[src/rtl/bitmap_glyph_row_generator_defines.svh]
// Assertion macros for the bitmap glyph row generator.
// Included by the top level; depends on nothing else.
`ifndef BITMAP_GLYPH_ROW_GENERATOR_DEFINES_SVH
`define BITMAP_GLYPH_ROW_GENERATOR_DEFINES_SVH

// Check that a condition implies another in the same cycle.
`define BGR_ASSERT_SAME(label, clk, rst, ante, cons) \
   label: assert property (@(posedge clk) disable iff (rst) (ante) |-> (cons)) \
      else $error("bgr: same-cycle check failed");

// Check that a condition implies another in the following cycle.
`define BGR_ASSERT_NEXT(label, clk, rst, ante, cons) \
   label: assert property (@(posedge clk) disable iff (rst) (ante) |=> (cons)) \
      else $error("bgr: next-cycle check failed");

`endif

[src/rtl/bgr_pkg.sv]
// Shared types, constants and font tables of the bitmap glyph row generator.
// Used by every module of the block; depends on nothing.
package bgr_pkg;

   // Index of the bottom row and the row count below the baseline reference
   localparam logic [2:0]  LAST_ROW   = 3'd6;
   localparam logic [2:0]  BASE_ROWS  = 3'd7;

   // Largest coordinate on the 15-bit grid
   localparam logic [14:0] COORD_MAX  = 15'h3fff;

   // Advances in blocks
   localparam logic [2:0]  ADV_NARROW = 3'd4;
   localparam logic [2:0]  ADV_NORMAL = 3'd6;
   localparam logic [2:0]  ADV_WIDE   = 3'd7;

   // Reciprocal constants for divide-by-three
   localparam logic [11:0] RECIP3_BS    = 12'd43;   // x*43 >> 7 for x < 64
   localparam logic [17:0] RECIP3_SLANT = 18'd171;  // x*171 >> 9 for x < 512

   // Configuration register indexes
   typedef enum logic [1:0] {
      CSR_BLOCK_SIZE  = 2'd0,
      CSR_BOLD        = 2'd1,
      CSR_ITALIC      = 2'd2,
      CSR_FIXED_PITCH = 2'd3
   } csr_index_type;

   typedef struct packed {
      logic [5:0] block_size;
      logic       bold_enable;
      logic       italic_enable;
      logic       fixed_pitch;
   } cfg_type;

   // Row 0 (top) is the leftmost element
   typedef logic [0:6][4:0] glyph_type;

   // One character, classified and ready for row expansion
   typedef struct packed {
      logic signed [14:0] pen;
      logic signed [14:0] pen_after;
      logic signed [13:0] baseline;
      glyph_type          glyph;
      logic [4:0]         bold_shift;
   } char_rec_type;

   typedef struct packed {
      logic full;
      logic empty;
   } q_status_type;

   // Zero block size behaves as one
   function automatic logic [5:0] eff_block_size(input logic [5:0] bs);
      eff_block_size = (bs == 6'd0) ? 6'd1 : bs;
   endfunction

   // Fold a..z to A..Z
   function automatic logic [7:0] fold_case(input logic [7:0] c);
      if (c >= 8'h61 && c <= 8'h7a) begin
         fold_case = c - 8'h20;
      end else begin
         fold_case = c;
      end
   endfunction

   // Advance in blocks for a folded code
   function automatic logic [2:0] advance_blocks(input logic [7:0] c, input logic fixed);
      if (fixed) begin
         advance_blocks = ADV_NORMAL;
      end else begin
         case (c) inside
            8'h49, 8'h31, 8'h2e, 8'h2c, 8'h3a, 8'h3b, 8'h27: advance_blocks = ADV_NARROW;
            8'h4d, 8'h57:                                   advance_blocks = ADV_WIDE;
            default:                                        advance_blocks = ADV_NORMAL;
         endcase
      end
   endfunction

   // Font ROM, top row first; unknown codes give the fallback glyph
   function automatic glyph_type font_glyph(input logic [7:0] c);
      case (c)
         8'h41: font_glyph = {5'h0e, 5'h11, 5'h11, 5'h1f, 5'h11, 5'h11, 5'h11}; // A
         8'h42: font_glyph = {5'h1e, 5'h11, 5'h11, 5'h1e, 5'h11, 5'h11, 5'h1e}; // B
         8'h43: font_glyph = {5'h0e, 5'h11, 5'h10, 5'h10, 5'h10, 5'h11, 5'h0e}; // C
         8'h44: font_glyph = {5'h1e, 5'h11, 5'h11, 5'h11, 5'h11, 5'h11, 5'h1e}; // D
         8'h45: font_glyph = {5'h1f, 5'h10, 5'h10, 5'h1e, 5'h10, 5'h10, 5'h1f}; // E
         8'h46: font_glyph = {5'h1f, 5'h10, 5'h10, 5'h1e, 5'h10, 5'h10, 5'h10}; // F
         8'h47: font_glyph = {5'h0e, 5'h11, 5'h10, 5'h17, 5'h11, 5'h11, 5'h0f}; // G
         8'h48: font_glyph = {5'h11, 5'h11, 5'h11, 5'h1f, 5'h11, 5'h11, 5'h11}; // H
         8'h49: font_glyph = {5'h0e, 5'h04, 5'h04, 5'h04, 5'h04, 5'h04, 5'h0e}; // I
         8'h4a: font_glyph = {5'h07, 5'h02, 5'h02, 5'h02, 5'h12, 5'h12, 5'h0c}; // J
         8'h4b: font_glyph = {5'h11, 5'h12, 5'h14, 5'h18, 5'h14, 5'h12, 5'h11}; // K
         8'h4c: font_glyph = {5'h10, 5'h10, 5'h10, 5'h10, 5'h10, 5'h10, 5'h1f}; // L
         8'h4d: font_glyph = {5'h11, 5'h1b, 5'h15, 5'h15, 5'h11, 5'h11, 5'h11}; // M
         8'h4e: font_glyph = {5'h11, 5'h19, 5'h15, 5'h13, 5'h11, 5'h11, 5'h11}; // N
         8'h4f: font_glyph = {5'h0e, 5'h11, 5'h11, 5'h11, 5'h11, 5'h11, 5'h0e}; // O
         8'h50: font_glyph = {5'h1e, 5'h11, 5'h11, 5'h1e, 5'h10, 5'h10, 5'h10}; // P
         8'h51: font_glyph = {5'h0e, 5'h11, 5'h11, 5'h11, 5'h15, 5'h12, 5'h0d}; // Q
         8'h52: font_glyph = {5'h1e, 5'h11, 5'h11, 5'h1e, 5'h14, 5'h12, 5'h11}; // R
         8'h53: font_glyph = {5'h0f, 5'h10, 5'h10, 5'h0e, 5'h01, 5'h01, 5'h1e}; // S
         8'h54: font_glyph = {5'h1f, 5'h04, 5'h04, 5'h04, 5'h04, 5'h04, 5'h04}; // T
         8'h55: font_glyph = {5'h11, 5'h11, 5'h11, 5'h11, 5'h11, 5'h11, 5'h0e}; // U
         8'h56: font_glyph = {5'h11, 5'h11, 5'h11, 5'h11, 5'h0a, 5'h0a, 5'h04}; // V
         8'h57: font_glyph = {5'h11, 5'h11, 5'h11, 5'h15, 5'h15, 5'h1b, 5'h11}; // W
         8'h58: font_glyph = {5'h11, 5'h11, 5'h0a, 5'h04, 5'h0a, 5'h11, 5'h11}; // X
         8'h59: font_glyph = {5'h11, 5'h11, 5'h0a, 5'h04, 5'h04, 5'h04, 5'h04}; // Y
         8'h5a: font_glyph = {5'h1f, 5'h01, 5'h02, 5'h04, 5'h08, 5'h10, 5'h1f}; // Z
         8'h30: font_glyph = {5'h0e, 5'h11, 5'h13, 5'h15, 5'h19, 5'h11, 5'h0e}; // 0
         8'h31: font_glyph = {5'h04, 5'h0c, 5'h04, 5'h04, 5'h04, 5'h04, 5'h0e}; // 1
         8'h32: font_glyph = {5'h0e, 5'h11, 5'h01, 5'h02, 5'h04, 5'h08, 5'h1f}; // 2
         8'h33: font_glyph = {5'h1e, 5'h01, 5'h01, 5'h0e, 5'h01, 5'h01, 5'h1e}; // 3
         8'h34: font_glyph = {5'h02, 5'h06, 5'h0a, 5'h12, 5'h1f, 5'h02, 5'h02}; // 4
         8'h35: font_glyph = {5'h1f, 5'h10, 5'h10, 5'h1e, 5'h01, 5'h01, 5'h1e}; // 5
         8'h36: font_glyph = {5'h06, 5'h08, 5'h10, 5'h1e, 5'h11, 5'h11, 5'h0e}; // 6
         8'h37: font_glyph = {5'h1f, 5'h01, 5'h02, 5'h04, 5'h08, 5'h08, 5'h08}; // 7
         8'h38: font_glyph = {5'h0e, 5'h11, 5'h11, 5'h0e, 5'h11, 5'h11, 5'h0e}; // 8
         8'h39: font_glyph = {5'h0e, 5'h11, 5'h11, 5'h0f, 5'h01, 5'h02, 5'h0c}; // 9
         8'h2e: font_glyph = {5'h00, 5'h00, 5'h00, 5'h00, 5'h00, 5'h0c, 5'h0c}; // period
         8'h2c: font_glyph = {5'h00, 5'h00, 5'h00, 5'h00, 5'h0c, 5'h04, 5'h08}; // comma
         8'h2d: font_glyph = {5'h00, 5'h00, 5'h00, 5'h1f, 5'h00, 5'h00, 5'h00}; // minus
         8'h2b: font_glyph = {5'h00, 5'h04, 5'h04, 5'h1f, 5'h04, 5'h04, 5'h00}; // plus
         8'h2f: font_glyph = {5'h01, 5'h01, 5'h02, 5'h04, 5'h08, 5'h10, 5'h10}; // slash
         8'h3a: font_glyph = {5'h00, 5'h0c, 5'h0c, 5'h00, 5'h0c, 5'h0c, 5'h00}; // colon
         8'h3b: font_glyph = {5'h00, 5'h0c, 5'h0c, 5'h00, 5'h0c, 5'h04, 5'h08}; // semicolon
         8'h25: font_glyph = {5'h18, 5'h19, 5'h02, 5'h04, 5'h08, 5'h13, 5'h03}; // percent
         8'h27: font_glyph = {5'h0c, 5'h04, 5'h08, 5'h00, 5'h00, 5'h00, 5'h00}; // apostrophe
         8'h22: font_glyph = {5'h0a, 5'h0a, 5'h14, 5'h00, 5'h00, 5'h00, 5'h00}; // quote
         8'h28: font_glyph = {5'h02, 5'h04, 5'h08, 5'h08, 5'h08, 5'h04, 5'h02}; // open paren
         8'h29: font_glyph = {5'h08, 5'h04, 5'h02, 5'h02, 5'h02, 5'h04, 5'h08}; // close paren
         8'h5b: font_glyph = {5'h0e, 5'h08, 5'h08, 5'h08, 5'h08, 5'h08, 5'h0e}; // open bracket
         8'h5d: font_glyph = {5'h0e, 5'h02, 5'h02, 5'h02, 5'h02, 5'h02, 5'h0e}; // close bracket
         8'h20: font_glyph = {5'h00, 5'h00, 5'h00, 5'h00, 5'h00, 5'h00, 5'h00}; // space
         default: font_glyph = {5'h1f, 5'h11, 5'h02, 5'h04, 5'h04, 5'h00, 5'h04};
      endcase
   endfunction

endpackage

[src/rtl/bgr_req_if.sv]
// Character request channel of the bitmap glyph row generator.
// Stand-alone valid/ready interface; depends on nothing.
interface bgr_req_if;
   logic              valid;
   logic              ready;
   logic [7:0]        char_code;
   logic              start_run;
   logic signed [13:0] run_origin_x;
   logic signed [13:0] baseline_pos;

   modport source (output valid, char_code, start_run, run_origin_x, baseline_pos,
                   input ready);
   modport sink   (input valid, char_code, start_run, run_origin_x, baseline_pos,
                   output ready);
endinterface

[src/rtl/bgr_rsp_if.sv]
// Row result channel of the bitmap glyph row generator.
// Stand-alone valid/ready interface; depends on nothing.
interface bgr_rsp_if;
   logic              valid;
   logic              ready;
   logic [2:0]        row_number;
   logic signed [14:0] block_x;
   logic signed [14:0] block_y;
   logic [4:0]        dot_mask;
   logic [4:0]        bold_shift;
   logic signed [14:0] pen_after;
   logic              last_row;

   modport source (output valid, row_number, block_x, block_y, dot_mask, bold_shift,
                   pen_after, last_row, input ready);
   modport sink   (input valid, row_number, block_x, block_y, dot_mask, bold_shift,
                   pen_after, last_row, output ready);
endinterface

[src/rtl/bgr_front.sv]
// Front end: accepts characters, looks up the glyph, tracks the pen.
// Depends on bgr_pkg and bgr_req_if; feeds bgr_queue.
module bgr_front (
   input  logic                  clock,
   input  logic                  reset,
   bgr_req_if.sink               req_chan,
   input  bgr_pkg::cfg_type      cfg,
   input  bgr_pkg::q_status_type q_status,
   output logic                  push_valid,
   output bgr_pkg::char_rec_type push_rec
);
   import bgr_pkg::*;

   logic signed [14:0] pen_ff;
   logic signed [14:0] pen_in;
   logic [7:0]         code_folded;
   logic [5:0]         bs;
   logic [2:0]         adv;
   logic [8:0]         step;
   logic signed [14:0] pen_now;
   logic [15:0]        pen_sum;
   logic [11:0]        bs_third_wide;
   logic [4:0]         bs_third;
   logic               accept;

   assign req_chan.ready = !q_status.full;
   assign accept         = req_chan.valid && !q_status.full;

   // Classify the character and compute the advance
   always_comb begin
      code_folded   = fold_case(req_chan.char_code);
      bs            = eff_block_size(cfg.block_size);
      adv           = advance_blocks(code_folded, cfg.fixed_pitch);
      step          = {6'd0, adv} * {3'd0, bs};
      pen_now       = req_chan.start_run ? {req_chan.run_origin_x[13], req_chan.run_origin_x}
                                         : pen_ff;
      pen_sum       = {pen_now[14], pen_now} + {7'd0, step};
      bs_third_wide = {6'd0, bs} * RECIP3_BS;
      bs_third      = bs_third_wide[11:7];

      // Saturate the pen at the top of the grid; the advance is never negative
      if (!pen_sum[15] && pen_sum[14]) begin
         pen_in = COORD_MAX;
      end else begin
         pen_in = pen_sum[14:0];
      end

      push_valid           = accept;
      push_rec.pen         = pen_now;
      push_rec.pen_after   = pen_in;
      push_rec.baseline    = req_chan.baseline_pos;
      push_rec.glyph       = font_glyph(code_folded);
      if (cfg.bold_enable) begin
         push_rec.bold_shift = (bs_third == 5'd0) ? 5'd1 : bs_third;
      end else begin
         push_rec.bold_shift = 5'd0;
      end
   end

   // Advance the pen on every accepted item
   always_ff @(posedge clock) begin
      if (reset) begin
         pen_ff <= '0;
      end else if (accept) begin
         pen_ff <= pen_in;
      end
   end

endmodule

[src/rtl/bgr_queue.sv]
// Short character queue between the front and back ends.
// Depends on bgr_pkg for the record type.
module bgr_queue #(
   parameter int QUEUE_DEPTH = 2
) (
   input  logic                  clock,
   input  logic                  reset,
   input  logic                  push_valid,
   input  bgr_pkg::char_rec_type push_rec,
   input  logic                  pop,
   output bgr_pkg::char_rec_type head_rec,
   output bgr_pkg::q_status_type q_status
);
   import bgr_pkg::*;

   localparam int PTR_W = $clog2(QUEUE_DEPTH);
   localparam int CNT_W = $clog2(QUEUE_DEPTH + 1);
   localparam logic [PTR_W-1:0] PTR_LAST = PTR_W'(QUEUE_DEPTH - 1);
   localparam logic [CNT_W-1:0] CNT_FULL = CNT_W'(QUEUE_DEPTH);

   char_rec_type     rec_ff [QUEUE_DEPTH];
   logic [PTR_W-1:0] wr_ptr_ff, wr_ptr_in;
   logic [PTR_W-1:0] rd_ptr_ff, rd_ptr_in;
   logic [CNT_W-1:0] count_ff, count_in;
   logic             do_push, do_pop;

   assign q_status.full  = (count_ff == CNT_FULL);
   assign q_status.empty = (count_ff == '0);
   assign do_push        = push_valid && !q_status.full;
   assign do_pop         = pop && !q_status.empty;
   assign head_rec       = rec_ff[rd_ptr_ff];

   // Step pointers and the fill count
   always_comb begin
      wr_ptr_in = wr_ptr_ff;
      rd_ptr_in = rd_ptr_ff;
      count_in  = count_ff;
      if (do_push) begin
         wr_ptr_in = (wr_ptr_ff == PTR_LAST) ? '0 : wr_ptr_ff + 1'b1;
      end
      if (do_pop) begin
         rd_ptr_in = (rd_ptr_ff == PTR_LAST) ? '0 : rd_ptr_ff + 1'b1;
      end
      case ({do_push, do_pop})
         2'b10:   count_in = count_ff + 1'b1;
         2'b01:   count_in = count_ff - 1'b1;
         default: count_in = count_ff;
      endcase
   end

   always_ff @(posedge clock) begin
      if (reset) begin
         wr_ptr_ff <= '0;
         rd_ptr_ff <= '0;
         count_ff  <= '0;
      end else begin
         wr_ptr_ff <= wr_ptr_in;
         rd_ptr_ff <= rd_ptr_in;
         count_ff  <= count_in;
      end
   end

   // Store the record; payload needs no reset
   always_ff @(posedge clock) begin
      if (do_push) begin
         rec_ff[wr_ptr_ff] <= push_rec;
      end
   end

endmodule

[src/rtl/bgr_back.sv]
// Back end: expands the head character into seven row items.
// Depends on bgr_pkg and bgr_rsp_if; drains bgr_queue.
module bgr_back (
   input  logic                  clock,
   input  logic                  reset,
   input  bgr_pkg::cfg_type      cfg,
   input  bgr_pkg::q_status_type q_status,
   input  bgr_pkg::char_rec_type head_rec,
   output logic                  pop,
   bgr_rsp_if.source             rsp_chan
);
   import bgr_pkg::*;

   // Row counter
   logic [2:0]         row_ff, row_in;

   // Stage A: row numerators
   logic               a_valid_ff, a_valid_in;
   logic [2:0]         a_row_ff;
   logic [8:0]         a_num_s_ff, a_num_s_in;
   logic [8:0]         a_num_y_ff, a_num_y_in;
   logic signed [14:0] a_pen_ff;
   logic signed [14:0] a_after_ff;
   logic signed [13:0] a_base_ff;
   logic [4:0]         a_mask_ff;
   logic [4:0]         a_bshift_ff;

   // Stage B: output register
   logic               b_valid_ff, b_valid_in;
   logic [2:0]         b_row_ff;
   logic [14:0]        b_x_ff, b_x_in;
   logic [14:0]        b_y_ff, b_y_in;
   logic [4:0]         b_mask_ff;
   logic [4:0]         b_bshift_ff;
   logic [14:0]        b_after_ff;

   logic               b_ready, a_ready, gen, a_load, b_load;
   logic [5:0]         bs;
   logic [17:0]        slant_wide;
   logic [7:0]         slant;
   logic [15:0]        x_sum;

   assign b_ready = !b_valid_ff || rsp_chan.ready;
   assign a_ready = !a_valid_ff || b_ready;
   assign gen     = a_ready && !q_status.empty;
   assign pop     = gen && (row_ff == LAST_ROW);
   assign a_load  = gen;
   assign b_load  = b_ready && a_valid_ff;

   // Row numerators and handshake state
   always_comb begin
      bs         = eff_block_size(cfg.block_size);
      a_num_s_in = cfg.italic_enable ? {6'd0, LAST_ROW - row_ff} * {3'd0, bs} : 9'd0;
      a_num_y_in = {6'd0, BASE_ROWS - row_ff} * {3'd0, bs};
      row_in     = row_ff;
      if (gen) begin
         row_in = (row_ff == LAST_ROW) ? 3'd0 : row_ff + 3'd1;
      end
      a_valid_in = gen ? 1'b1 : (b_ready ? 1'b0 : a_valid_ff);
      b_valid_in = b_ready ? a_valid_ff : b_valid_ff;
   end

   // Slant divide by three, then place the row
   always_comb begin
      slant_wide = {9'd0, a_num_s_ff} * RECIP3_SLANT;
      slant      = slant_wide[16:9];
      x_sum      = {a_pen_ff[14], a_pen_ff} + {8'd0, slant};
      if (!x_sum[15] && x_sum[14]) begin
         b_x_in = COORD_MAX;
      end else begin
         b_x_in = x_sum[14:0];
      end
      b_y_in = {a_base_ff[13], a_base_ff} - {6'd0, a_num_y_ff};
   end

   always_ff @(posedge clock) begin
      if (reset) begin
         row_ff     <= '0;
         a_valid_ff <= 1'b0;
         b_valid_ff <= 1'b0;
      end else begin
         row_ff     <= row_in;
         a_valid_ff <= a_valid_in;
         b_valid_ff <= b_valid_in;
      end
   end

   // Stage A payload
   always_ff @(posedge clock) begin
      if (a_load) begin
         a_row_ff    <= row_ff;
         a_num_s_ff  <= a_num_s_in;
         a_num_y_ff  <= a_num_y_in;
         a_pen_ff    <= head_rec.pen;
         a_after_ff  <= head_rec.pen_after;
         a_base_ff   <= head_rec.baseline;
         a_mask_ff   <= head_rec.glyph[row_ff];
         a_bshift_ff <= head_rec.bold_shift;
      end
   end

   // Stage B payload; hold while the sink stalls
   always_ff @(posedge clock) begin
      if (b_load) begin
         b_row_ff    <= a_row_ff;
         b_x_ff      <= b_x_in;
         b_y_ff      <= b_y_in;
         b_mask_ff   <= a_mask_ff;
         b_bshift_ff <= a_bshift_ff;
         b_after_ff  <= a_after_ff;
      end
   end

   assign rsp_chan.valid      = b_valid_ff;
   assign rsp_chan.row_number = b_row_ff;
   assign rsp_chan.block_x    = b_x_ff;
   assign rsp_chan.block_y    = b_y_ff;
   assign rsp_chan.dot_mask   = b_mask_ff;
   assign rsp_chan.bold_shift = b_bshift_ff;
   assign rsp_chan.pen_after  = b_after_ff;
   assign rsp_chan.last_row   = (b_row_ff == LAST_ROW);

endmodule

[src/rtl/bitmap_glyph_row_generator.sv]
// Top level of the bitmap glyph row generator: registers, front, queue, back.
// Depends on bgr_pkg, bgr_req_if, bgr_rsp_if, bgr_front, bgr_queue, bgr_back.
//
//   channel   direction  handshake        payload
//   req_chan  in         valid/ready      char_code, start_run, run_origin_x, baseline_pos
//   rsp_chan  out        valid/ready      row_number, block_x, block_y, dot_mask,
//                                         bold_shift, pen_after, last_row
//   csr_*     in         csr_we, no wait  csr_index, csr_wdata
//
// Each character gives seven row items, one a cycle while the sink does not stall;
// the back end's row counter steps through the rows.
// A taken character is written into the queue, its first row is then loaded into
// stage A and then into stage B, which offers it on rsp_chan.
// The front takes a character whenever the queue of QUEUE_DEPTH entries has room.
// Reset is synchronous: pen to zero, registers to defaults, queue and pipe empty.
// A stalled sink holds the output register; the queue absorbs the front meanwhile.
`include "bitmap_glyph_row_generator_defines.svh"

module bitmap_glyph_row_generator #(
   parameter int QUEUE_DEPTH = 2
) (
   input  logic                   clock,
   input  logic                   reset,
   bgr_req_if.sink                req_chan,
   bgr_rsp_if.source              rsp_chan,
   input  logic                   csr_we,
   input  bgr_pkg::csr_index_type csr_index,
   input  logic [5:0]             csr_wdata
);
   import bgr_pkg::*;

   cfg_type      cfg_ff;
   logic         push_valid;
   char_rec_type push_rec;
   char_rec_type head_rec;
   logic         pop;
   q_status_type q_status;

   // Configuration registers
   always_ff @(posedge clock) begin
      if (reset) begin
         cfg_ff.block_size    <= 6'd1;
         cfg_ff.bold_enable   <= 1'b0;
         cfg_ff.italic_enable <= 1'b0;
         cfg_ff.fixed_pitch   <= 1'b0;
      end else if (csr_we) begin
         unique case (csr_index)
            CSR_BLOCK_SIZE:  cfg_ff.block_size    <= csr_wdata;
            CSR_BOLD:        cfg_ff.bold_enable   <= csr_wdata[0];
            CSR_ITALIC:      cfg_ff.italic_enable <= csr_wdata[0];
            CSR_FIXED_PITCH: cfg_ff.fixed_pitch   <= csr_wdata[0];
            default:         cfg_ff               <= cfg_ff;
         endcase
      end
   end

   bgr_front u_front (
      .clock      (clock),
      .reset      (reset),
      .req_chan   (req_chan),
      .cfg        (cfg_ff),
      .q_status   (q_status),
      .push_valid (push_valid),
      .push_rec   (push_rec)
   );

   bgr_queue #(
      .QUEUE_DEPTH (QUEUE_DEPTH)
   ) u_queue (
      .clock      (clock),
      .reset      (reset),
      .push_valid (push_valid),
      .push_rec   (push_rec),
      .pop        (pop),
      .head_rec   (head_rec),
      .q_status   (q_status)
   );

   bgr_back u_back (
      .clock    (clock),
      .reset    (reset),
      .cfg      (cfg_ff),
      .q_status (q_status),
      .head_rec (head_rec),
      .pop      (pop),
      .rsp_chan (rsp_chan)
   );

   // A taken row that is not the last is followed at once by the next row
   `BGR_ASSERT_NEXT(a_rows_follow, clock, reset, rsp_chan.valid && rsp_chan.ready && !rsp_chan.last_row, rsp_chan.valid && (rsp_chan.row_number == $past(rsp_chan.row_number) + 3'd1))
   // A row item never shows a row past the bottom of the glyph
   `BGR_ASSERT_SAME(a_row_range, clock, reset, rsp_chan.valid, rsp_chan.row_number <= LAST_ROW)
   // The queue is never full and empty at once
   `BGR_ASSERT_SAME(a_queue_state, clock, reset, q_status.full, !q_status.empty)

endmodule
[src/flat_wrapper.sv]
// flat-port wrapper written by rule: the top's interface ports become plain ports
module bitmap_glyph_row_generator_flat import bgr_pkg::*;
#(
   parameter int QUEUE_DEPTH = 2
)
  (clock, reset, csr_we, csr_index, csr_wdata, req_chan_valid, req_chan_char_code, req_chan_start_run, req_chan_run_origin_x, req_chan_baseline_pos, req_chan_ready, rsp_chan_valid, rsp_chan_row_number, rsp_chan_block_x, rsp_chan_block_y, rsp_chan_dot_mask, rsp_chan_bold_shift, rsp_chan_pen_after, rsp_chan_last_row, rsp_chan_ready);
  bgr_req_if req_chan_i ();
  bgr_rsp_if rsp_chan_i ();
  input  logic clock;
  input  logic reset;
  input  logic csr_we;
  input  bgr_pkg::csr_index_type csr_index;
  input  logic [5:0] csr_wdata;
  input wire logic [$bits(req_chan_i.valid)-1:0] req_chan_valid;
  input wire logic [$bits(req_chan_i.char_code)-1:0] req_chan_char_code;
  input wire logic [$bits(req_chan_i.start_run)-1:0] req_chan_start_run;
  input wire logic [$bits(req_chan_i.run_origin_x)-1:0] req_chan_run_origin_x;
  input wire logic [$bits(req_chan_i.baseline_pos)-1:0] req_chan_baseline_pos;
  output wire logic [$bits(req_chan_i.ready)-1:0] req_chan_ready;
  output wire logic [$bits(rsp_chan_i.valid)-1:0] rsp_chan_valid;
  output wire logic [$bits(rsp_chan_i.row_number)-1:0] rsp_chan_row_number;
  output wire logic [$bits(rsp_chan_i.block_x)-1:0] rsp_chan_block_x;
  output wire logic [$bits(rsp_chan_i.block_y)-1:0] rsp_chan_block_y;
  output wire logic [$bits(rsp_chan_i.dot_mask)-1:0] rsp_chan_dot_mask;
  output wire logic [$bits(rsp_chan_i.bold_shift)-1:0] rsp_chan_bold_shift;
  output wire logic [$bits(rsp_chan_i.pen_after)-1:0] rsp_chan_pen_after;
  output wire logic [$bits(rsp_chan_i.last_row)-1:0] rsp_chan_last_row;
  input wire logic [$bits(rsp_chan_i.ready)-1:0] rsp_chan_ready;
  assign req_chan_i.valid = req_chan_valid;
  assign req_chan_i.char_code = req_chan_char_code;
  assign req_chan_i.start_run = req_chan_start_run;
  assign req_chan_i.run_origin_x = req_chan_run_origin_x;
  assign req_chan_i.baseline_pos = req_chan_baseline_pos;
  assign req_chan_ready = req_chan_i.ready;
  assign rsp_chan_valid = rsp_chan_i.valid;
  assign rsp_chan_row_number = rsp_chan_i.row_number;
  assign rsp_chan_block_x = rsp_chan_i.block_x;
  assign rsp_chan_block_y = rsp_chan_i.block_y;
  assign rsp_chan_dot_mask = rsp_chan_i.dot_mask;
  assign rsp_chan_bold_shift = rsp_chan_i.bold_shift;
  assign rsp_chan_pen_after = rsp_chan_i.pen_after;
  assign rsp_chan_last_row = rsp_chan_i.last_row;
  assign rsp_chan_i.ready = rsp_chan_ready;
  bitmap_glyph_row_generator #(.QUEUE_DEPTH(QUEUE_DEPTH)) u_core (.clock(clock), .reset(reset), .req_chan(req_chan_i), .rsp_chan(rsp_chan_i), .csr_we(csr_we), .csr_index(csr_index), .csr_wdata(csr_wdata));
endmodule
[config.mk]
export PLATFORM = sky130hd
export DESIGN_NAME = bitmap_glyph_row_generator_flat
export DESIGN_NICKNAME = d
export VERILOG_FILES = /design/src/rtl/bgr_pkg.sv /design/src/rtl/bgr_req_if.sv /design/src/rtl/bgr_rsp_if.sv /design/src/rtl/bgr_front.sv /design/src/rtl/bgr_queue.sv /design/src/rtl/bgr_back.sv /design/src/rtl/bitmap_glyph_row_generator.sv /design/src/flat_wrapper.sv
export VERILOG_INCLUDE_DIRS = /design/src /design/src/rtl
export SDC_FILE = /design/constraint.sdc
export NUM_CORES = 1
export LEC_CHECK = 0
export BUFFER_PORTS_ARGS = -buffer_cell sky130_fd_sc_hd__buf_2
export CORE_MARGIN = 1
export CORE_UTILIZATION = 60
export CTS_CLUSTER_SIZE = 12
export DETAILED_ROUTE_END_ITERATION = 10
export PLACE_DENSITY = 0.8
export REMOVE_ABC_BUFFERS = 1
export SETUP_SLACK_MARGIN = 0.2
export SYNTH_ARGS = -nofsm -noshare
export SYNTH_HDL_FRONTEND = slang
export SYNTH_HIERARCHICAL = 1
export SYNTH_MEMORY_MAX_BITS = 65536
export SYNTH_SLANG_ARGS = --single-unit
[constraint.sdc]
create_clock -name clock -period 9.2 [get_ports clock]
set_input_delay 0.46 -clock clock [delete_from_list [all_inputs] [get_ports clock]]
set_output_delay 0.46 -clock clock [all_outputs]
set_load 0.01 [all_outputs]
==> results.md, run 1 <==
- The total area of multi-input combinational cells is 8930 um^2.
- The remaining routing DRC violations is 0.
- Across the whole layout, storage elements account for 9720 um^2.
- The top achievable clock speed is 145 MHz.
- Counting along the longest clock path gives a buffer depth of 3.
- From left edge to right edge, the die measures 183 um.
- Counting flops with a built-in enable in the synthesized netlist gives 301.
- The CTS tree is built.
- Across the run, the number of max-cap violations was 0.
- The setup-violating endpoint count in the final report is 0.
- The number of clock sinks seen by CTS is 335.
- The post-placement cell area is 20,400 um^2.
- The clock-pin slew reported for the worst setup and hold paths after clock tree synthesis is 0.06 ns.
- The number of unique standard cell types used by synthesis is 89.
- Hold repair after CTS inserted 0 buffers.
- The run finished with clean final reports.
- The finished layout cell area is 21,500 um^2.
- The worst pin sits at a relative slew slack of 0.196.
- The H-tree was split into 2 levels.
- The TritonCTS buffer count is 37.
- The post-route setup TNS is 0 ns.
- The first global-routing pass estimated 78.3 mm of wire.
- The synthesized flop and latch total is 335.
- The launching element type of the critical path is an input port.
- In the post-route analysis, the smallest setup slack over all paths is 2.30 ns.
- The post-detailed-route via-to-cell ratio is 6.12.
- The number of nets with antenna violations after routing is 0.
- Entering global routing, the biggest net connects 78 pins.
- Across the routed clock network, the largest skew measured is 0.0168 ns.
- The remaining global-route overflow is 0.
- The kind of capture point of the worst setup path is a flip-flop.
- The congestion estimate from routability-driven global placement came to 0.978.
- The measured slew at the worst slew-check pin is 1.21 ns.
- The number of max-slew violations in the final report is 0.
- The die area is 33,400 um^2.
- Data arrives at the worst endpoint at 7.14 ns.
- The total wire length after detailed routing is 51.3 mm.
- Across every metal layer, demand over resource in global routing totals 0.314.
- The initial antenna violation count came to 0.
- Leaving out fill and tap cells, the most frequent cell in the layout is sky130_fd_sc_hd__edfxtp_1.
- The type of the worst min-delay path is input port to flip-flop.
- The power density over the cells is 242 nW/um^2.
- The detailed router placed 13,789 vias in this run.
- The total inserted antenna cells is 0.
- During I/O placement, the number of pins put on the boundary was 111.
- Input and output buffers added on the ports amount to 110.
- Dividing the final minimum period by the clock period gives 0.750.
- Before CTS, the worst setup slack after placement is 1.82 ns.
- The share of async-settable or async-resettable flops after synthesis is 0.
- The total of warnings raised by yosys is 6.
- The number of failing hold endpoints at the final stage is 0.
- The number of global-route vias before repair is 13,843.
- The cell at the root of the clock tree is sky130_fd_sc_hd__clkbuf_16.
- The number of nets in the layout is 2,010.
- The worst-case IR drop observed on VDD is 0.000205 V.
- The post-CTS setup repair buffer count is 0.
- For this run, the register share of the synthesized area comes to 0.496.
- The commonest register cell after synthesis is sky130_fd_sc_hd__edfxtp_1.
- Setup repair after global routing left no endpoint under its margin.
- The number of cells upsized or downsized after cts is 0.
- A synthesized cell averages 11.5 um^2.
- The post-synthesis instance total is 1,708.
- By startpoint and endpoint, the worst setup path is classified as input port to flip-flop.
- Along the worst path, the maximum fanout reaches 24.
- The mapped netlist covers 19,600 um^2.
- The area overhead of the layout relative to synthesis is 10.0%.
- At the later pin of the worst-skew pair, clock insertion delay measures 0.55 ns.
- In the final routed layout, each cell accounts on average for 22.8 um.
- Before antenna repair, the detailed router went through 7 iterations.
- The leakage component of the power is 8.56 nW.
- The HPWL after detailed placement is 36.3 mm.
- In this run the standard cell core region covers 31,800 um^2.
- Data on the critical path is required at its endpoint by 9.45 ns.
- The initial utilization of the core area, before any placement, comes to 0.616.
- In this run, the number of DRC markers left after iteration 0 of detailed routing was 1,069.
- The worst path needs 6.90 ns of the cycle, external delays included.
- Of the cells placed in the final design, the portion with a size suffix greater than 1 is 0.172.
- In the layout the commonest cells are 301 x sky130_fd_sc_hd__edfxtp_1, 133 x sky130_fd_sc_hd__ha_1, 132 x sky130_fd_sc_hd__inv_1.
- In this run the vertical extent of the chip is 183 um.
- The fill cell instance count of the final layout is 2,295.
- The floorplan has 65 rows.
sequential cells by signal (all words and copies together), names as in the netlist, 9 cells and up, named ones only:
name	flops
u_core/u_queue/rec_ff	168
u_core/cfg_ff	9
u_core/u_back/a_num_y_ff	9
u_core/u_back/rsp_chan.pen_after	15
u_core/u_front/pen_ff	15
u_core/u_back/a_num_s_ff	9
u_core/u_back/rsp_chan.block_y	15
u_core/u_back/a_base_ff	14
u_core/u_back/a_pen_ff	15
u_core/u_back/rsp_chan.block_x	15
u_core/u_back/a_after_ff	15
final timing paths:
check / startpoint / endpoint / slack [ns] / depth (start not counted)
max: req_chan_char_code[0] / u_core/u_queue/rec_ff[0][55]$_DFFE_PP_ / 2.30 / 24
min: req_chan_baseline_pos[3] / u_core/u_queue/rec_ff[0][43]$_DFFE_PP_ / 0.10 / 1
max reg2reg: u_core/u_back/a_num_s_ff[4]$_SDFFCE_PN0P_ / u_core/u_back/rsp_chan.block_x[11]$_SDFFCE_PP1P_ / 2.73 / 22
min reg2reg: u_core/u_back/a_after_ff[9]$_DFFE_PP_ / u_core/u_back/rsp_chan.pen_after[9]$_DFFE_PP_ / 0.41 / 0
metal layers:
layer / routed length (um) / part of all wire / track usage
met5: 0 / 0 / 0
met1: 20700 / 0.40 / 0.383
met3: 3000 / 0.058 / 0.0551
met2: 25300 / 0.49 / 0.539
met4: 2380 / 0.046 / 0.150
kinds of logic after synthesis:
family,after synthesis,synth area share
adders and majority gates,170,0.123
and+or+nand+nor,432,0.108
AOI/OAI and AO/OA,366,0.125
xor gates and xnor gates,55,0.0246
muxes,126,0.0746
DFF,335,0.496
buffers and inverters,224,0.0487
report_power, final:
group	switching [W]	internal, W	total, W
Clock	0.000584	0.000796	0.00138
Sequential	0.0000759	0.00197	0.00205
Combinational	0.00106	0.000730	0.00179
Total	0.00172	0.00350	0.00522
cells in the mapped netlist, drive strengths merged (13+ instances only):
library cell	instances	share of area
buf	47	0.015
dfxtp	34	0.035
inv	135	0.026
xor2	17	0.0076
nor3	21	0.0059
ha	133	0.085
a31oi	13	0.0042
mux2i	21	0.011
a21o	19	0.0073
edfxtp	301	0.46
nand2b	34	0.011
and2	23	0.0073
nand2	128	0.025
clkbuf	41	0.0079
mux2	99	0.057
a211oi	13	0.0050
a311oi	14	0.0063
xnor2	38	0.017
o21ai	73	0.019
nor2b	32	0.010
nor2	123	0.024
nand3	15	0.0038
fa	37	0.038
a21oi	107	0.027
critical path, stage by stage:
cell and delay [ns]:
sky130_fd_sc_hd__buf_2 0.21, sky130_fd_sc_hd__inv_1 0.21, sky130_fd_sc_hd__ha_1 0.45, sky130_fd_sc_hd__or3b_4 0.47
sky130_fd_sc_hd__nor3_4 0.21, sky130_fd_sc_hd__o31a_1 0.44, sky130_fd_sc_hd__a221oi_1 0.11, sky130_fd_sc_hd__or4_4 0.57
sky130_fd_sc_hd__and2_1 0.21, sky130_fd_sc_hd__fa_1 0.46, sky130_fd_sc_hd__ha_1 0.24, sky130_fd_sc_hd__fa_1 0.41
sky130_fd_sc_hd__a21oi_1 0.14, sky130_fd_sc_hd__nor2_1 0.05, sky130_fd_sc_hd__nor2_1 0.15, sky130_fd_sc_hd__nor2b_1 0.06
sky130_fd_sc_hd__o21ai_0 0.15, sky130_fd_sc_hd__nand2b_1 0.08, sky130_fd_sc_hd__ha_1 0.35, sky130_fd_sc_hd__a21oi_1 0.36
sky130_fd_sc_hd__nand2_1 0.16, sky130_fd_sc_hd__nor2_1 0.28, sky130_fd_sc_hd__o21a_1 0.72, sky130_fd_sc_hd__nand2_1 0.19
area by class of cell:
cell class                 instances  share of cell area
sequential                       335               0.451
multi-input combinational       1149               0.415
inverter                         136              0.0238
timing repair buffer             131              0.0329
clock buffer                      59              0.0493
clock inverter                     8             0.00279
tap                              435              0.0253
per-stage QoR:
step | hold WS (ns) | utilization | power [W] | instances
CTS | 0.0741 | 0.677 | 0.00524 | 2253
global placement | 0.401 | 0.642 | 0.00374 | 2186
finish | 0.100 | 0.677 | 0.00522 | 2253
detailed placement | 0.405 | 0.642 | 0.00381 | 2186
floorplan | 0.400 | - | 0.00335 | 1620
global route | 0.0831 | 0.677 | 0.00551 | 2253
Note: power is estimated with default switching activity, not from simulation.
==> run 2, diff against run 1 <==
- CORE_UTILIZATION: 60 -> 56
- PLACE_DENSITY: 0.8 -> 0.78
- clock period: 9.2 -> 5.6 ns (I/O delays scaled with it)
==> results.md, run 2 (synthesis results as in run 1) <==
- The clock tree skew after final layout is 0.0157 ns (was 0.0168 ns).
- The portion of total power attributed to sequential cells is 0.368 (was 0.393).
- The remaining global-route overflow is 0 (unchanged).
- Derived from the worst setup path, the maximum achievable clock frequency is 177 MHz.
- The cell with the largest stage delay on the worst path is sky130_fd_sc_hd__fa_1 (was sky130_fd_sc_hd__o21a_1).
- The worst vdd rail ir drop came to 0.000494 V (was 0.000205 V).
- The top metal layer carrying routed signals is met5 (was met4).
- The number of design-rule violations left by the first detailed-router iteration was 1,007 (was 1,069).
- The die height is 189 um (was 183 um).
- The detailed-routing wirelength on met1 is 19.5 mm (was 20.7 mm).
- The critical hold path startpoint was csr_wdata[4] (was req_chan_baseline_pos[3]).
- The CTS tree is built (unchanged).
- The detailed-router iteration count before antenna repair is 5 (was 7).
- The number of buffers and inverters on the critical path is 5 (was 2).
- The launching element type of the critical path is a flip-flop (was input port).
- The worst setup path startpoint was u_core/u_back/a_num_s_ff[2]$_SDFFCE_PN0P_ (was req_chan_char_code[0]).
- Outcome: finished with violations (was completed).
- The initial standard-cell utilization of the core is 0.568 (was 0.616).
- The worst path arrival time is 5.94 ns (was 7.14 ns).
- The data required time of the worst path came to 5.87 ns (was 9.45 ns).
- The flip-flop count of the largest register, all copies and words added is 168 (unchanged).
- The number of port buffers is 110 (unchanged).
- The fraction of final layout cells sized beyond drive strength 1 was 0.223 (was 0.172).
- The number of global-route vias before repair is 14,270 (was 13,843).
- The combinational share of power was 0.394 (was 0.343).
- The highest fanout seen on the critical path is 5 (was 24).
- The minimum clock period is 5.66 ns.
- The switching portion of total power is 0.334 (was 0.330).
- The total wire length after detailed routing is 49.4 mm (was 51.3 mm).
- The die boundary width was 189 um (was 183 um).
- The sum of met2 wire segment lengths after detailed routing is 25.3 mm (about the same).
- The TritonCTS buffer count is 36 (was 37).
- The post-detailed-route via-to-cell ratio was 5.94 (was 6.12).
- The clock-pin slew reported for the worst setup and hold paths after clock tree synthesis is 0.06 ns (about the same).
- The worst slack after detailed placement is -0.391 ns (was 1.82 ns).
- Setup repair after global routing missed its margin: yes (was no).
- The power density over the cells came to 406 nW/um^2 (was 242 nW/um^2).
- The routability congestion estimate from global placement came to 0.997 (was 0.978).
- The measured slew at the worst slew-check pin is 1.17 ns (was 1.21 ns).
- The cell at the root of the clock tree is sky130_fd_sc_hd__clkbuf_16 (unchanged).
- The cell class contributing the biggest share of worst-path delay is adder cells (was simple AND/OR/NAND/NOR gates).
- The final total power was 0.00913 W (was 0.00522 W).
- The beginning of the worst register-to-register path is u_core/u_back/a_num_s_ff[2]$_SDFFCE_PN0P_ (was u_core/u_back/a_num_s_ff[4]$_SDFFCE_PN0P_).
- The die area came to 35,700 um^2 (was 33,400 um^2).
- The number of top-level pins is 111 (unchanged).
- The leading cell type in the layout, fill and taps excluded is sky130_fd_sc_hd__edfxtp_1 (unchanged).
- The setup slack of the critical path after layout came to -0.0629 ns (was 2.30 ns).
- The HPWL after detailed placement is 34.6 mm (was 36.3 mm).
- The switching power came to 0.00305 W (was 0.00172 W).
- The kind of capture point of the worst setup path is a flip-flop (unchanged).
- The maximum level of the CTS H-tree came to 2 (unchanged).
- The number of nets with antenna violations after routing came to 0 (unchanged).
- Crit-path cells: ha_4, fa_1, fa_1, inv_1, fa_1, inv_2, ha_4, a211o_1, o221a_1, o221a_4, a31o_4, buf_4, nor4_2, nor3_2, xnor2_2, ha_2, buf_4, and3_4, and3_4, o21bai_4, buf_6, nand2b_1 (was buf_2, inv_1, ha_1, or3b_4, nor3_4, o31a_1, a221oi_1, or4_4, and2_1, fa_1, ha_1, fa_1, a21oi_1, nor2_1, nor2_1, nor2b_1, o21ai_0, nand2b_1, ha_1, a21oi_1, nand2_1, nor2_1, o21a_1, nand2_1).
- The overall via count from detail_route is 14,031 (was 13,789).
- The wire length on met3 came to 2.32 mm (was 3.00 mm).
- The number of max-slew violations in the final report is 0 (unchanged).
- The clock network fraction of total power was 0.238 (was 0.264).
- The number of failing hold endpoints at the final stage is 0 (unchanged).
- The internal power consumption is 0.00608 W (was 0.00350 W).
- The headroom to the max-slew limit was 0.223 (was 0.196).
- Dividing the final minimum period by the clock period gives 1.01.
- The max-cap violation count is 0 (unchanged).
- The number of clock sinks seen by CTS is 335 (unchanged).
- The register bank with the most flops is u_core/u_queue/rec_ff (unchanged).
- The delay of the slowest critical-path stage is 0.50 ns (was 0.72 ns).
- The clock insertion delay at the later pin of the skew report is 0.52 ns (was 0.55 ns).
- The setup-violating endpoint count in the final report came to 12 (was 0).
- Counting stages on the worst path, the most repeated cell is sky130_fd_sc_hd__fa_1.
- The final reports fail on negative setup slack.
- The path type of the worst setup path is flip-flop to flip-flop (was input port to flip-flop).
- The worst-case clock buffer depth is 3 (unchanged).
- The pin count of the biggest net entering global routing is 59 (was 78).
- Highest-count cells in the layout ignoring fill and taps: 301 x sky130_fd_sc_hd__edfxtp_1, 131 x sky130_fd_sc_hd__inv_1, 126 x sky130_fd_sc_hd__nand2_1, 126 x sky130_fd_sc_hd__ha_1, 117 x sky130_fd_sc_hd__nor2_1 (was 301 x sky130_fd_sc_hd__edfxtp_1, 133 x sky130_fd_sc_hd__ha_1, 132 x sky130_fd_sc_hd__inv_1).
- The combined global-route utilization of all metal layers is 0.275 (was 0.314).
- The mean routed wirelength per cell is 20.9 um (was 22.8 um).
- The area of the core is 34,500 um^2 (was 31,800 um^2).
- The type of the worst min-delay path is input port to flip-flop (unchanged).
- The leakage component of the power came to 9.03 nW (was 8.56 nW).
- The initial antenna violation count came to 2 (was 0).
- The number of nets in the layout came to 2,100 (was 2,010).
- The wire length of the first global-routing pass is 76.1 mm (was 78.3 mm).
- The cell row count was 68 (was 65).
- The remaining routing DRC violations is 0 (unchanged).
- The area overhead of the layout relative to synthesis is 14.9% (was 10.0%).
[run 2: worst paths after layout]
check / slack [ns] / depth (start not counted) / endpoint
setup reg to reg: -0.06 / 22 / u_core/u_back/rsp_chan.block_x[1]$_SDFFCE_PP1P_
setup / recovery: -0.06 / 22 / u_core/u_back/rsp_chan.block_x[1]$_SDFFCE_PP1P_
hold / removal: 0.03 / 3 / u_core/cfg_ff[7]$_SDFFE_PP0P_
hold reg to reg: 0.42 / 0 / u_core/u_back/rsp_chan.pen_after[6]$_DFFE_PP_
[run 2: per-stage QoR]
step / setup TNS, ns / cells / hold WS, ns / instance area (um^2) / utilization
after detailed placement: -8.34 / 2274 / 0.407 / 21000 / 0.608
final: -0.545 / 2362 / 0.0294 / 22500 / 0.653
after floorplan: -11.66 / 1620 / 0.349 / 19100 / -
after global placement: -1.50 / 2274 / 0.401 / 21000 / 0.608
after global routing: -3.04 / 2360 / 0.0203 / 22500 / 0.652
after CTS: -0.754 / 2356 / 0.0109 / 22400 / 0.649
[run 2: layout make-up]
| type | instances | area [um^2] |
|---|---|---|
| multi-input combinational | 1149 | 9150 |
| timing repair buffer | 222 | 1450 |
| clock inverter | 9 | 52.6 |
| tap | 455 | 569 |
| antenna | 2 | 5.00 |
| fill | 2593 | 12000 |
| sequential | 335 | 9720 |
| clock buffer | 54 | 1020 |
| inverter | 136 | 512 |
[run 2: repair_timing]
item,in CTS,in global routing
hold buffers,14,0
gates resized for setup,33,17
endpoints found under the hold margin,28,0
setup buffers,4,4
cloned,1,0
setup endpoints to repair,15,60
pin swaps,24,17
[run 2: per-layer routing]
| metal | track usage | vias up |
|---|---|---|
| li1 | - | 6557 |
| met1 | 0.328 | 6856 |
| met2 | 0.492 | 483 |
| met3 | 0.0328 | 131 |
| met4 | 0.132 | 4 |
| met5 | 0 | - |
[run 2: worst min-delay path, cell delays in order]
cell	delay, ns
sky130_fd_sc_hd__buf_2	0.10
sky130_fd_sc_hd__nand2b_1	0.06
sky130_fd_sc_hd__mux2i_1	0.07
[run 2: power groups by stage]
stage	sequential [W]	combinational [W]	clock [W]
6_report	0.00336	0.00360	0.00217
4_1_cts	0.00337	0.00332	0.00221
3_3_place_gp	0.00339	0.00293	0
2_1_floorplan	0.00346	0.00204	0
5_1_grt	0.00339	0.00392	0.00231
3_5_place_dp	0.00341	0.00310	0
